<file path="src/rtl/ctab_pkg.sv">
// ============================================================================
// ctab_pkg: shared types and constants for the card ID table
// Operation codes, result codes, sequencer states and the scan status
// bundle that passes between the scan unit and the sequencer.
// ============================================================================
package ctab_pkg;

    localparam int KIND_W   = 2;
    localparam int ID_W     = 32;
    localparam int STATUS_W = 2;
    localparam int SLOT_W   = 4;

    // An empty slot holds all ones.
    localparam logic [ID_W-1:0] EMPTY_ID = {ID_W{1'b1}};

    typedef enum logic [KIND_W-1:0] {
        OP_VERIFY = 2'd0,
        OP_ADD    = 2'd1,
        OP_DELETE = 2'd2,
        OP_CLEAR  = 2'd3
    } op_kind_t;

    typedef enum logic [STATUS_W-1:0] {
        ST_OK        = 2'd0,
        ST_NO_ROOM   = 2'd1,
        ST_NOT_FOUND = 2'd2
    } status_t;

    typedef enum logic [1:0] {
        S_IDLE,
        S_WALK,
        S_RESP
    } state_t;

    typedef struct packed {
        logic hit;
        logic free_avail;
    } scan_t;

endpackage

</file>
<file path="src/rtl/ctab_req_if.sv">
// ============================================================================
// ctab_req_if: request channel of the card ID table
// Carries one operation and one card ID per beat.
// ============================================================================
interface ctab_req_if
    import ctab_pkg::*;
();

    logic              valid;
    logic              ready;
    logic [KIND_W-1:0] kind;
    logic [ID_W-1:0]   card_id;

    modport source (output valid, output kind, output card_id, input ready);
    modport sink   (input valid, input kind, input card_id, output ready);

endinterface

</file>
<file path="src/rtl/ctab_rsp_if.sv">
// ============================================================================
// ctab_rsp_if: response channel of the card ID table
// Carries the status and slot index of one operation per beat.
// ============================================================================
interface ctab_rsp_if
    import ctab_pkg::*;
();

    logic                valid;
    logic                ready;
    logic [STATUS_W-1:0] status;
    logic [SLOT_W-1:0]   slot;
    logic                slot_valid;

    modport source (output valid, output status, output slot, output slot_valid,
                    input ready);
    modport sink   (input valid, input status, input slot, input slot_valid,
                    output ready);

endinterface

</file>
<file path="src/rtl/ctab_ram.sv">
// ============================================================================
// ctab_ram: generic single-port-write, single-port-read RAM
// One write and one registered read per cycle.
// ============================================================================
module ctab_ram #(
    parameter int WIDTH = 32,
    parameter int DEPTH = 16,
    parameter int AW    = (DEPTH > 1) ? $clog2(DEPTH) : 1
) (
    input  logic             clk,
    input  logic             wr_en,
    input  logic [AW-1:0]    wr_addr,
    input  logic [WIDTH-1:0] wr_data,
    input  logic             rd_en,
    input  logic [AW-1:0]    rd_addr,
    output logic [WIDTH-1:0] rd_data
);

    logic [WIDTH-1:0] mem [DEPTH];
    logic [WIDTH-1:0] rd_data_reg;

    always_ff @(posedge clk)
    begin
        if (wr_en)
        begin
            mem[wr_addr] <= wr_data;
        end
        if (rd_en)
        begin
            rd_data_reg <= mem[rd_addr];
        end
    end

    assign rd_data = rd_data_reg;

endmodule

</file>
<file path="src/rtl/ctab_scan.sv">
// ============================================================================
// ctab_scan: shared compare unit of the card ID table
// Compares one slot per cycle against the key and remembers the lowest
// empty slot seen since the walk started.
// ============================================================================
module ctab_scan
    import ctab_pkg::*;
#(
    parameter int IDX_W = 4
) (
    input  logic             clk,
    input  logic             rst_n,
    input  logic             start,
    input  logic [ID_W-1:0]  key,
    input  logic [ID_W-1:0]  entry,
    input  logic             entry_valid,
    input  logic             cmp_pend,
    input  logic [IDX_W-1:0] cmp_idx,
    output scan_t            res,
    output logic [IDX_W-1:0] free_idx
);

    logic             free_found_reg;
    logic             free_found_next;
    logic [IDX_W-1:0] free_idx_reg;
    logic [IDX_W-1:0] free_idx_next;
    logic [ID_W-1:0]  eff_entry;
    logic             cur_free;

    // A slot that was never filled, or was emptied, reads as all ones.
    assign eff_entry      = entry_valid ? entry : EMPTY_ID;
    assign cur_free       = cmp_pend && !entry_valid;
    assign res.hit        = cmp_pend && (eff_entry == key);
    assign res.free_avail = free_found_reg || cur_free;
    assign free_idx       = free_found_reg ? free_idx_reg : cmp_idx;

    always_comb
    begin
        free_found_next = free_found_reg;
        free_idx_next   = free_idx_reg;
        if (start)
        begin
            free_found_next = 1'b0;
        end
        else if (cur_free && !free_found_reg)
        begin
            free_found_next = 1'b1;
            free_idx_next   = cmp_idx;
        end
    end

    always_ff @(posedge clk or negedge rst_n)
    begin
        if (!rst_n)
        begin
            free_found_reg <= 1'b0;
        end
        else
        begin
            free_found_reg <= free_found_next;
        end
    end

    always_ff @(posedge clk)
    begin
        free_idx_reg <= free_idx_next;
    end

endmodule

</file>
<file path="src/rtl/card_id_table_core.sv">
// ============================================================================
// card_id_table_core: content-searched table of card IDs
// Verify, add, delete and clear over a table of SLOTS 32-bit card IDs.
// ============================================================================
// Each request beat is worked through alone. Clear skips the walk: the
// sequencer goes from idle straight to the response state. Verify, add and
// delete walk the table from slot 0 upward, one slot per cycle through the
// RAM read port and a single comparator, and stop at the first match.
// Request ready is high only while the sequencer is idle. A finished
// response sits in an output register, so a new request is taken while
// the previous response beat is still pending. No clearing pass follows
// reset: per-slot valid flops mark empty slots.
module card_id_table_core
    import ctab_pkg::*;
#(
    parameter int SLOTS = 16
) (
    input  logic       clk,
    input  logic       rst_n,
    ctab_req_if.sink   req,
    ctab_rsp_if.source rsp
);

    localparam int IDX_W = (SLOTS > 1) ? $clog2(SLOTS) : 1;
    localparam int CNT_W = $clog2(SLOTS + 1);
    localparam logic [IDX_W-1:0] LAST_IDX = IDX_W'(SLOTS - 1);
    localparam logic [CNT_W-1:0] SLOT_CNT = CNT_W'(SLOTS);

    state_t              state_reg;
    state_t              state_next;
    op_kind_t            op_reg;
    op_kind_t            op_next;
    logic [ID_W-1:0]     key_reg;
    logic [ID_W-1:0]     key_next;
    logic [CNT_W-1:0]    rd_cnt_reg;
    logic [CNT_W-1:0]    rd_cnt_next;
    logic                cmp_pend_reg;
    logic                cmp_pend_next;
    logic [IDX_W-1:0]    cmp_idx_reg;
    logic [IDX_W-1:0]    cmp_idx_next;
    logic [SLOTS-1:0]    valid_bits_reg;
    logic [SLOTS-1:0]    valid_bits_next;
    status_t             res_status_reg;
    status_t             res_status_next;
    logic [IDX_W-1:0]    res_idx_reg;
    logic [IDX_W-1:0]    res_idx_next;
    logic                res_hit_reg;
    logic                res_hit_next;
    logic                out_valid_reg;
    logic                out_valid_next;
    status_t             out_status_reg;
    logic [SLOT_W-1:0]   out_slot_reg;
    logic                out_slot_valid_reg;

    logic                accept;
    logic                out_load;
    logic                decide;
    logic                rd_en;
    logic [IDX_W-1:0]    rd_addr;
    logic [ID_W-1:0]     rd_data;
    logic                wr_en;
    logic [IDX_W-1:0]    wr_addr;
    scan_t               scan;
    logic [IDX_W-1:0]    free_idx;

    assign req.ready = (state_reg == S_IDLE);
    assign accept    = req.valid && req.ready;
    assign out_load  = (state_reg == S_RESP) && (!out_valid_reg || rsp.ready);
    assign rd_en     = (state_reg == S_WALK) && (rd_cnt_reg < SLOT_CNT);
    assign rd_addr   = rd_cnt_reg[IDX_W-1:0];

    // The walk ends on the first hit or once the last slot has been compared.
    assign decide = (state_reg == S_WALK)
                  && (scan.hit || (cmp_pend_reg && (cmp_idx_reg == LAST_IDX)));

    ctab_ram #(
        .WIDTH (ID_W),
        .DEPTH (SLOTS),
        .AW    (IDX_W)
    ) u_slots (
        .clk     (clk),
        .wr_en   (wr_en),
        .wr_addr (wr_addr),
        .wr_data (key_reg),
        .rd_en   (rd_en),
        .rd_addr (rd_addr),
        .rd_data (rd_data)
    );

    ctab_scan #(
        .IDX_W (IDX_W)
    ) u_scan (
        .clk         (clk),
        .rst_n       (rst_n),
        .start       (accept),
        .key         (key_reg),
        .entry       (rd_data),
        .entry_valid (valid_bits_reg[cmp_idx_reg]),
        .cmp_pend    (cmp_pend_reg),
        .cmp_idx     (cmp_idx_reg),
        .res         (scan),
        .free_idx    (free_idx)
    );

    always_comb
    begin
        state_next = state_reg;
        unique case (state_reg)
            S_IDLE:
            begin
                if (accept)
                begin
                    state_next = (op_kind_t'(req.kind) == OP_CLEAR) ? S_RESP : S_WALK;
                end
            end
            S_WALK:
            begin
                if (decide)
                begin
                    state_next = S_RESP;
                end
            end
            S_RESP:
            begin
                if (out_load)
                begin
                    state_next = S_IDLE;
                end
            end
            default:
            begin
                state_next = S_IDLE;
            end
        endcase
    end

    always_comb
    begin
        op_next         = op_reg;
        key_next        = key_reg;
        rd_cnt_next     = rd_cnt_reg;
        cmp_pend_next   = 1'b0;
        cmp_idx_next    = cmp_idx_reg;
        valid_bits_next = valid_bits_reg;
        res_status_next = res_status_reg;
        res_idx_next    = res_idx_reg;
        res_hit_next    = res_hit_reg;
        wr_en           = 1'b0;
        wr_addr         = free_idx;

        if (accept)
        begin
            op_next         = op_kind_t'(req.kind);
            key_next        = req.card_id;
            rd_cnt_next     = '0;
            res_status_next = ST_OK;
            res_idx_next    = '0;
            res_hit_next    = 1'b0;
            if (op_kind_t'(req.kind) == OP_CLEAR)
            begin
                valid_bits_next = '0;
            end
        end

        if (rd_en)
        begin
            rd_cnt_next   = rd_cnt_reg + CNT_W'(1);
            cmp_pend_next = 1'b1;
            cmp_idx_next  = rd_addr;
        end

        if (decide)
        begin
            cmp_pend_next = 1'b0;
            if (scan.hit)
            begin
                res_status_next = ST_OK;
                res_idx_next    = cmp_idx_reg;
                res_hit_next    = 1'b1;
                if (op_reg == OP_DELETE)
                begin
                    valid_bits_next[cmp_idx_reg] = 1'b0;
                end
            end
            else
            begin
                case (op_reg)
                    OP_ADD:
                    begin
                        if (scan.free_avail)
                        begin
                            wr_en                     = 1'b1;
                            valid_bits_next[free_idx] = 1'b1;
                            res_status_next           = ST_OK;
                            res_idx_next              = free_idx;
                            res_hit_next              = 1'b1;
                        end
                        else
                        begin
                            res_status_next = ST_NO_ROOM;
                        end
                    end
                    default:
                    begin
                        res_status_next = ST_NOT_FOUND;
                    end
                endcase
            end
        end

        out_valid_next = out_valid_reg;
        if (out_load)
        begin
            out_valid_next = 1'b1;
        end
        else if (rsp.ready)
        begin
            out_valid_next = 1'b0;
        end
    end

    always_ff @(posedge clk or negedge rst_n)
    begin
        if (!rst_n)
        begin
            state_reg      <= S_IDLE;
            cmp_pend_reg   <= 1'b0;
            valid_bits_reg <= '0;
            out_valid_reg  <= 1'b0;
        end
        else
        begin
            state_reg      <= state_next;
            cmp_pend_reg   <= cmp_pend_next;
            valid_bits_reg <= valid_bits_next;
            out_valid_reg  <= out_valid_next;
        end
    end

    always_ff @(posedge clk)
    begin
        op_reg         <= op_next;
        key_reg        <= key_next;
        rd_cnt_reg     <= rd_cnt_next;
        cmp_idx_reg    <= cmp_idx_next;
        res_status_reg <= res_status_next;
        res_idx_reg    <= res_idx_next;
        res_hit_reg    <= res_hit_next;
        if (out_load)
        begin
            out_status_reg     <= res_status_reg;
            out_slot_reg       <= res_hit_reg ? SLOT_W'(res_idx_reg) : '0;
            out_slot_valid_reg <= res_hit_reg;
        end
    end

    assign rsp.valid      = out_valid_reg;
    assign rsp.status     = out_status_reg;
    assign rsp.slot       = out_slot_reg;
    assign rsp.slot_valid = out_slot_valid_reg;

`ifndef SYNTH
    a_accept_leaves_idle: assert property (@(posedge clk) disable iff (!rst_n)
        accept |=> (state_reg != S_IDLE))
        else $error("sequencer stayed idle after a request beat");

    a_clear_empties_all: assert property (@(posedge clk) disable iff (!rst_n)
        (accept && (op_kind_t'(req.kind) == OP_CLEAR)) |=> (valid_bits_reg == '0))
        else $error("clear left a slot marked as filled");

    a_compare_only_in_walk: assert property (@(posedge clk) disable iff (!rst_n)
        cmp_pend_reg |-> (state_reg == S_WALK))
        else $error("slot compare pending outside a walk");

    a_slot_valid_means_ok: assert property (@(posedge clk) disable iff (!rst_n)
        (rsp.valid && rsp.slot_valid) |-> (rsp.status == ST_OK))
        else $error("slot index reported with an error status");

    a_no_index_is_zero: assert property (@(posedge clk) disable iff (!rst_n)
        (rsp.valid && !rsp.slot_valid) |-> (rsp.slot == '0))
        else $error("slot not zero on a beat without an index");
`endif

endmodule

</file>
<file path="src/flat_wrapper.sv">
// flat-port wrapper written by rule: the top's interface ports become plain ports
module card_id_table_core_flat import ctab_pkg::*;
#(
    parameter int SLOTS = 16
)
  (clk, rst_n, req_valid, req_kind, req_card_id, req_ready, rsp_valid, rsp_status, rsp_slot, rsp_slot_valid, rsp_ready);
  ctab_req_if req_i ();
  ctab_rsp_if rsp_i ();
  input  logic clk;
  input  logic rst_n;
  input wire logic [$bits(req_i.valid)-1:0] req_valid;
  input wire logic [$bits(req_i.kind)-1:0] req_kind;
  input wire logic [$bits(req_i.card_id)-1:0] req_card_id;
  output wire logic [$bits(req_i.ready)-1:0] req_ready;
  output wire logic [$bits(rsp_i.valid)-1:0] rsp_valid;
  output wire logic [$bits(rsp_i.status)-1:0] rsp_status;
  output wire logic [$bits(rsp_i.slot)-1:0] rsp_slot;
  output wire logic [$bits(rsp_i.slot_valid)-1:0] rsp_slot_valid;
  input wire logic [$bits(rsp_i.ready)-1:0] rsp_ready;
  assign req_i.valid = req_valid;
  assign req_i.kind = req_kind;
  assign req_i.card_id = req_card_id;
  assign req_ready = req_i.ready;
  assign rsp_valid = rsp_i.valid;
  assign rsp_status = rsp_i.status;
  assign rsp_slot = rsp_i.slot;
  assign rsp_slot_valid = rsp_i.slot_valid;
  assign rsp_i.ready = rsp_ready;
  card_id_table_core #(.SLOTS(SLOTS)) u_core (.clk(clk), .rst_n(rst_n), .req(req_i), .rsp(rsp_i));
endmodule
</file>
<file path="config.mk">
export PLATFORM = sky130hd
export DESIGN_NAME = card_id_table_core_flat
export DESIGN_NICKNAME = d
export VERILOG_FILES = /design/src/rtl/ctab_pkg.sv /design/src/rtl/ctab_req_if.sv /design/src/rtl/ctab_rsp_if.sv /design/src/rtl/ctab_ram.sv /design/src/rtl/ctab_scan.sv /design/src/rtl/card_id_table_core.sv /design/src/flat_wrapper.sv
export SDC_FILE = /design/constraint.sdc
export NUM_CORES = 1
export LEC_CHECK = 0
export BUFFER_PORTS_ARGS = -buffer_cell sky130_fd_sc_hd__buf_2
export CAP_MARGIN = 20
export CORE_ASPECT_RATIO = 1.1
export CORE_MARGIN = 5
export CORE_UTILIZATION = 33
export CTS_BUF_LIST = sky130_fd_sc_hd__clkbuf_16
export CTS_CLUSTER_DIAMETER = 50
export DETAILED_ROUTE_END_ITERATION = 12
export HOLD_SLACK_MARGIN = 0.15
export PLACE_DENSITY_LB_ADDON = 0.1
export SYNTH_ARGS = -nofsm -noshare
export SYNTH_HDL_FRONTEND = slang
export SYNTH_SLANG_ARGS = --single-unit
</file>
<file path="constraint.sdc">
create_clock -name clk -period 9.33 [get_ports clk]
set_clock_uncertainty 0.1 [all_clocks]
set_input_delay 0.4665 -clock clk [delete_from_list [all_inputs] [get_ports clk]]
set_output_delay 0.4665 -clock clk [all_outputs]
set_load 0.02 [all_outputs]
</file>
# Word level (Yosys, flattened, before mapping)
# Memory sizes are Yosys's and may differ from the RTL's. A register that Yosys moved wholly into a read port is not among the register bits.
# Index checks and enable logic that the tools add are counted.
[classes]
n_addsub = 1
n_mul = 0
div = 0
n_lt_le_gt_ge = 5
n_eq_ne = 10
shifts = 0
muxes = 49
bitwise = 4
reduce_logical = 23
[op_table]
columns = ["operator", "n"]
rows = [
  ["$mux W16", 7],
  ["$eq A32 B32 Y1", 1],
  ["$mux W32", 1],
  ["$mux W4", 6],
  ["$mux W1", 21],
  ["$and A16 B16 Y16", 1],
  ["$mux W2", 8],
  ["$not A16 Y16", 1],
  ["$or A16 B16 Y16", 1],
  ["$logic_and A1 B1 Y1", 10],
  ["$lt A4 B5 Y1 const B", 2],
  ["$mux W5", 2],
  ["$demux W1 S4", 2],
  ["$ge A4 B1 Y1 const B", 2],
  ["$reduce_bool A2 Y1", 4],
  ["$eq A2 B2 Y1 const B", 3],
  ["$pmux W2 S3", 1],
  ["$add A5 B1 Y5 const B", 1],
  ["$lt A5 B5 Y1 const B", 1],
  ["$bmux W1 S4", 1],
  ["$eq A2 B1 Y1 const B", 2],
  ["$eq A4 B4 Y1 const B", 1],
  ["$ne A2 B1 Y1 const B", 2],
  ["$logic_not A1 Y1", 3],
  ["other kinds (6)", 8],
]
[word_totals]
reg_bits = 82
latchBits = 0
mem_bits_rw = 512
mem_bits_ro = 0
in_bits = 38
output_inout_bits = 9
wordCells = 109
mem_count = 1
[mem_list]
columns = ["name", "depth", "word_bits", "read_ports", "rd_clocked_by_memory_dff", "write_ports", "line", "text"]
rows = [
  ["u_core.u_slots.mem", 16, 32, 1, 1, 1, "ctab_ram.sv:19", "logic [WIDTH-1:0] mem [DEPTH];"],
]

# Longest topological paths before layout
# Gate-level depths: netlist (run 1).
[logic_depth]
ltp_word = 11
ltp_mapped = 15
ltp_nobuf = 10

# Hierarchy
# Synthesis (run 1) repeated with hierarchy kept, for this count alone.
[unflattened]
hier_cells = 1167
hier_area_um2 = 24163.2
[modules_own_cells]
columns = ["module", "instances", "cells_per_inst", "area_per_inst_um2"]
rows = [
  ["ctab_ram", 1, 838, 20155.6],
  ["card_id_table_core", 1, 210, 3096.7],
  ["ctab_scan", 1, 119, 910.9],
]

# Least setup slack after synthesis (run 1)
# Ideal clock, no wire load.
[synth_timing]
path_type = "register -> register"
start = "reg u_core.cmp_idx_reg[1]"
end = "mem u_core.u_slots.mem[2][0] (enable)"
arrival_time_ps = 5641
required_time_ps = 8728
setup_slack_ps = 3088
path_stages_with_launch = 14
n_path_buf = 4
synth_period_minus_slack_ps = 6242
path_cell_list = "edfxtp_1 > buf_6 > mux2_1 > o2bb2a_1 > nand3_2 > and2_4 > buf_6 > buf_6 > o21ai_1 > a311oi_1 > or3_1 > buf_2 > nand2_2 > nor4_1"
[synth_between]
elab_chain_len = 11
[synth_rtl]
columns = ["item", "line", "text"]
rows = [
  ["start, declared", "card_id_table_core.sv:39", "logic [IDX_W-1:0] cmp_idx_reg;"],
  ["start signal, assigned", "card_id_table_core.sv:245", "cmp_idx_reg <= cmp_idx_next;"],
  ["branches (longest 11 deep; another with $mux W32)", "n/a", ""],
  ["end, declared", "ctab_ram.sv:19", ""],
]
# Parallel ways; which one is timed is not known. The select of a mux whose other input is x is not followed.

# Worst setup path in the final report (run 1)
[layout_timing]
start = "reg u_core.cmp_idx_reg[1]"
end = "mem u_core.u_slots.mem[5][14] (enable)"
# Same word-level chain as after synthesis.

==> flow_metrics.tcl, run 1 <==
set metrics [dict create \
    final_antenna_net_count 0 \
    cts.htree.levels 3 \
    crit_arrival_ns 5.50 \
    via_count 12295 \
    die_w_um 270.2 \
    clock-sinks 626 \
    critPathSlowestCell "edfxtp_1" \
    cts_made_buffers 82 \
    crit_type "register to register" \
    rsz0062_at_grt "false" \
    min_period_ns 5.361 \
    final_nets 1378 \
    globalRouteOverflowTotal 0 \
    min_path_type "primary input to register" \
    synth_area_mm2 0.02457 \
    drtIter0Drc 887 \
    hp-start "req_valid" \
    reg2reg_to "u_core.u_slots.mem[5][14]" \
    yosysTopAreaCell "edfxtp_1" \
    fmax_mhz 186.5 \
    yosysSeqAreaShare_pct 75.87 \
    syn_to_final_growth_pct 19.29 \
    required_ns 9.47 \
    die-area_mm2 0.08002 \
    crit_path_end_kind "register" \
    synth.net_count 1218 \
    clk-insertion-delay-late_ns 0.63 \
    fin_tns_setup_ns 0 \
    async_flop_share_pct 3.355 \
    synth_enable_flop_cells 600 \
    r2r-start "u_core.cmp_idx_reg[1]" \
    yosys.cell_types.count 70 \
    cpPeakStageDelay_ns 0.81 \
    layout-drive-gt1-share_pct 29.94 \
    grt_max_degree 132 \
    r2r_slack_ns 3.97 \
    initial_core_util_pct 33.10 \
    cts.clk_slew.worst_paths_ns 0.05 \
    grt_pass1_vias 12845 \
    setup_viol 0 \
    firstDrtPassIters 6 \
    dp_hpwl_mm 37.39 \
    syn_area_per_cell_um2 20.84 \
    path_cells "mux4_2 > o21ai_4 > and2_4 > o21ai_1 > a311oi_1 > or3_1 > nand2_2 > nor3_2 > buf_4" \
    top_layer_used "met4" \
    crit_path_max_fanout 26 \
    syn_inst 1179 \
    rows 105 \
    drv_cap 0 \
    fp.dieH_um 296.2 \
    multi_input_area_mm2 0.005688 \
    fp.coreArea_mm2 0.07423 \
    route.met3.wl_mm 2.595 \
    status "completed" \
    cts_buffer_depth 3 \
    synth_top_area_share_pct 73.32 \
    layout_setup_ws_ns 3.969 \
    post_cts_buffers 0 \
    root_buffer "clkbuf_16" \
    port_buffers 46 \
    synth_ff_type "edfxtp_1" \
    ys_top_cells_by_area "edfxtp_1 73%, mux4_2 15%, dfrtp_1 2.1%" \
    wl_met2_mm 29.33 \
    post_cts_resized 0 \
    r2r_cells 9 \
    grt_first_pass_wirelength_mm 92.83 \
    wl_per_cell_um 26.84 \
    place_ws_ns 3.948 \
    ff_latch_area_mm2 0.01864 \
    holdPathStages 4 \
    ys_ff_latch 626 \
    ios 47 \
    cts_tree "built" \
    min_to "u_core.state_reg[1]" \
    timing.slew.headroom_pct 30.12 \
    routed_via_density 5.188 \
    vdd_drop_max_mv 0.3616 \
    drv_slew 0 \
    p_leak_nw 9.374 \
    hold_viol_final 0 \
    met1Wirelength_mm 30.47 \
    min_period_over_period_pct 57.45 \
    crit_path_start_kind "register" \
    grt_util_all_layers_pct 15.93 \
    drt_wl_total_mm 63.60 \
    largest_reg_flops 512 \
    power_density_mw_per_mm2 302.7 \
    antenna_found_initial 3 \
    drcViolationCount 0 \
    fillers 6640 \
    yosysWarnings 0 \
    gp_congestion 0.8600 \
    tightest_slew_ns 1.048 \
]
## worst max path at each step
stage | startpoint | end | depth (start not counted)
final | u_core.cmp_idx_reg[1] | u_core.u_slots.mem[5][14] | 9
after global routing | u_core.cmp_idx_reg[1] | u_core.u_slots.mem[4][0] | 9
after CTS | u_core.cmp_idx_reg[1] | u_core.u_slots.mem[4][0] | 9
after detailed placement | u_core.cmp_idx_reg[1] | u_core.u_slots.mem[4][3] | 9
after global placement | u_core.cmp_idx_reg[1] | u_core.u_slots.mem[3][0] | 8
after floorplan | u_core.cmp_idx_reg[1] | u_core.u_slots.mem[2][0] | 13
## layer usage
| layer | global-route usage [%] | up-vias |
|---|---|---|
| met5 | 0 | - |
| li1 | - | 5291 |
| met4 | 4.610 | 0 |
| met3 | 2.573 | 83 |
| met1 | 23.39 | 6632 |
| met2 | 24.87 | 289 |
## critical path, delay by kind of cell, from the launching register on
kind | cells | cell delay [ns]
AOI/OAI and AO/OA | 3 | 0.94
buffers and inverters | 1 | 0.55
DFF | 1 | 0.81
muxes | 1 | 0.62
and+or+nand+nor | 4 | 1.90
## cell families after synthesis
family          Yosys count  synth area share (%)
compound gates          106                 3.137
xor+xnor                 14                0.4990
fa+ha+maj                 1               0.05091
buf+inv                  77                 1.349
flops                   626                 75.87
mux                     169                 15.09
simple gates            186                 4.002
## layout make-up
class                   count  area share, %
flip-flops and latches    626          63.60
multi-input cells         476          19.40
clock buffers              85          7.257
well taps                 963          4.111
repair buffers            132          3.466
clock inverters            66          1.882
inverters                  21         0.2689
diodes                      1       0.008537
## Yosys cell counts (4+ instances only)
cell / instances
nor4_1: 9
nor2b_1: 4
nand3_1: 17
nand2_1: 41
buf_2: 7
o21ai_1: 7
nor3_1: 16
buf_6: 4
clkbuf_1: 29
o31ai_1: 5
inv_1: 21
or3_1: 5
xor2_1: 9
nand4_1: 12
a21oi_1: 19
mux4_2: 161
edfxtp_1: 600
dfxtp_1: 5
o22ai_1: 9
nand2b_1: 8
a31oi_1: 9
mux2i_1: 6
xnor2_1: 5
o21ai_0: 8
o211ai_1: 9
buf_1: 15
nor2_1: 38
and2_1: 11
a31o_2: 5
dfrtp_1: 21
a22oi_1: 4
## metrics by stage
step	power, mW	instance area (µm²)	hold WS (ns)	cells	util [%]
finish	8.873	29310	0.2423	2370	39.49
floorplan	5.115	24570	0.07091	1179	-
CTS	9.019	29310	0.2032	2369	39.49
global placement	5.918	26230	0.3089	2180	35.34
detailed placement	5.918	26270	0.3080	2182	35.39
global route	9.290	29310	0.2682	2369	39.49
## cells in the final DEF (no fill, tap or decap), types with 11 or more instances in the layout
cell type / netlist / routed
dlygate4sd3_1: 0 / 36
clkinv_2: 0 / 11
and2_1: 11 / 11
buf_2: 7 / 46
clkinv_1: 0 / 12
nand3_1: 17 / 17
inv_1: 21 / 32
nand4_1: 12 / 12
buf_4: 1 / 46
nor2_1: 38 / 34
mux4_2: 161 / 161
clkinvlp_4: 0 / 11
a21oi_1: 19 / 19
nand2_1: 41 / 41
clkbuf_16: 0 / 85
edfxtp_1: 600 / 600
dfrtp_1: 21 / 21
## where the power goes
part | internal [mW] | total, mW | switching, mW
Combinational | 0.943 | 2.19 | 1.25
Sequential | 3.41 | 3.63 | 0.224
Clock | 1.83 | 3.05 | 1.22
## repair_timing
item / in CTS / in global routing
endpoints found under the setup margin: 0 / 0
hold endpoints to repair: 58 / 0
hold buffers: 36 / 0
Power figures use the tool's default switching activity.
==> run 2: changes to the inputs <==
clock period = 5.2 ns   (was 9.33 ns; I/O delays follow)
==> flow_metrics.tcl, run 2 (synthesized netlist as in run 1, its figures left out) <==
set metrics [dict create \
    status "completed" \
    cts_made_buffers 81 \
    min_path_type "primary input to register" \
    post_cts_resized 0 \
    crit_arrival_ns 4.61 \
    grt_first_pass_wirelength_mm 95.88 \
    fin_hold_ws_ns 0.2456 \
    cts_buffer_depth 3 \
    path_cells "mux2_1 > o2bb2a_1 > nand3_2 > and2_4 > o21ai_1 > a311oi_1 > or3_1 > nand2_2 > nor3_4 > buf_4" \
    final_area_mm2 0.02962 \
    final_antenna_net_count 0 \
    gp_congestion 0.8417 \
    grt_pass1_vias 12926 \
    tightest_slew_ns 1.258 \
    min_period_over_period_pct 85.05 \
    largest_reg_flops 512 \
    clock-sinks 626 \
    critPathSlowestCell "nor3_4" \
    cts.clk_slew.worst_paths_ns 0.06 \
    reg2reg_to "u_core.u_slots.mem[12][3]" \
    most-common-layout-cells "600 x edfxtp_1, 161 x mux4_2, 83 x clkbuf_16" \
    final_nets 1402 \
    wl_per_cell_um 27.82 \
    fin_util_pct 39.91 \
    fp.dieH_um 296.2 \
    switching_share_pct 30.35 \
    crit_path_start_kind "register" \
    syn_to_final_growth_pct 20.55 \
    power_density_mw_per_mm2 545.8 \
    antenna_found_initial 1 \
    holdPathStages 2 \
    rows 105 \
    via_count 12475 \
    cpPeakStageDelay_ns 0.87 \
    drtIter0Drc 904 \
    min_to "u_core.key_reg[21]" \
    clk-insertion-delay-late_ns 0.62 \
    min_period_ns 4.423 \
    drv_slew 0 \
    fmax_mhz 226.1 \
    crit_path_end_kind "register" \
    routed_via_density 5.220 \
    rsz0062_at_grt "false" \
    hp-start "req_card_id[21]" \
    pwr-share-clk_pct 34.7 \
    final_common_cell "edfxtp_1" \
    root_buffer "clkbuf_16" \
    p_switching_mw 4.906 \
    grt_util_all_layers_pct 16.51 \
    port_buffers 46 \
    layout-drive-gt1-share_pct 31.49 \
    ios 47 \
    dp_hpwl_mm 41.78 \
    timing.slew.headroom_pct 16.10 \
    r2r_cells 10 \
    cts.htree.levels 3 \
    finalPower_mw 16.17 \
    share_comb_of_total_power_pct 24.8 \
    p_int_mw 11.26 \
    initial_core_util_pct 33.10 \
    r2r-start "u_core.cmp_idx_reg[1]" \
    drcViolationCount 0 \
    grt_max_degree 132 \
    hold_viol_final 0 \
    fp.coreArea_mm2 0.07423 \
    die-area_mm2 0.08002 \
    die_w_um 270.2 \
    p_leak_nw 9.584 \
    seqPwrFrac_pct 40.5 \
    setup_viol 0 \
    cts_tree "built" \
    r2r_slack_ns 0.78 \
    place_area_mm2 0.02649 \
    crit_type "register to register" \
    crit_path_max_fanout 25 \
    globalRouteOverflowTotal 0 \
    vdd_drop_max_mv 0.3700 \
    drt_wl_total_mm 66.50 \
    firstDrtPassIters 5 \
    required_ns 5.39 \
    drv_cap 0 \
]
==> run 2: area by class of cell <==
type	instances	area [µm²]
Tap cell	963	1205
Sequential cell	626	18640
Timing Repair Buffer	157	1265
Multi-Input combinational cell	476	5713
Inverter	21	78.83
Fill cell	6564	44610
Antenna cell	1	2.502
Clock buffer	83	2077
Clock inverter	63	636.9
==> run 2: power by group through the flow <==
stage          Clock, mW  Combinational, mW  Sequential (mW)
6_report            5.62               4.01             6.55
5_1_grt             5.98               4.29             6.58
4_1_cts             5.77               4.11             6.55
3_5_place_dp           0               4.08             6.65
3_3_place_gp           0               4.08             6.65
2_1_floorplan          0               2.74             6.44
==> run 2: timing repair <==
item                                   in CTS  in global routing
buffers inserted                            0                  0
endpoints found under the hold margin      58                  0
hold buffers                               39                  0
==> run 2: worst max-delay path: cells and delay by family (launching register included) <==
kind / cells / cell delay, ns
compound gates: 3 / 0.81
mux: 1 / 0.38
flops: 1 / 0.59
buf+inv: 1 / 0.44
simple gates: 5 / 1.74
==> run 2: how the worst max path moves through the flow <==
| stage | from | endpoint | slack (ns) | cells after the start |
|---|---|---|---|---|
| 3_3_place_gp | u_core.cmp_idx_reg[1] | u_core.u_slots.mem[4][26] | 0.58 | 10 |
| 4_1_cts | u_core.cmp_idx_reg[1] | u_core.u_slots.mem[0][25] | 0.58 | 10 |
| 5_1_grt | u_core.cmp_idx_reg[1] | u_core.u_slots.mem[13][5] | 0.56 | 10 |
| 6_report | u_core.cmp_idx_reg[1] | u_core.u_slots.mem[12][3] | 0.78 | 10 |
| 3_5_place_dp | u_core.cmp_idx_reg[1] | u_core.u_slots.mem[0][7] | 0.63 | 10 |
| 2_1_floorplan | u_core.cmp_idx_reg[1] | u_core.u_slots.mem[2][0] | -1.04 | 13 |
==> run 2: routing by layer <==
layer / wire length, µm / track usage [%] / up-vias
met5: 0 / 0 / -
met4: 1147 / 4.423 / 0
met3: 2894 / 2.452 / 62
met2: 33230 / 27.79 / 324
met1: 29230 / 22.76 / 6755
li1: - / - / 5334
==> run 2: stage by stage <==
stage / std cells / setup WS, ns / TNS, ns
finish: 2390 / 0.7774 / 0
global route: 2389 / 0.5552 / 0
CTS: 2388 / 0.5813 / 0
detailed placement: 2203 / 0.6277 / 0
global placement: 2201 / 0.5784 / 0
floorplan: 1179 / -1.042 / -160.86
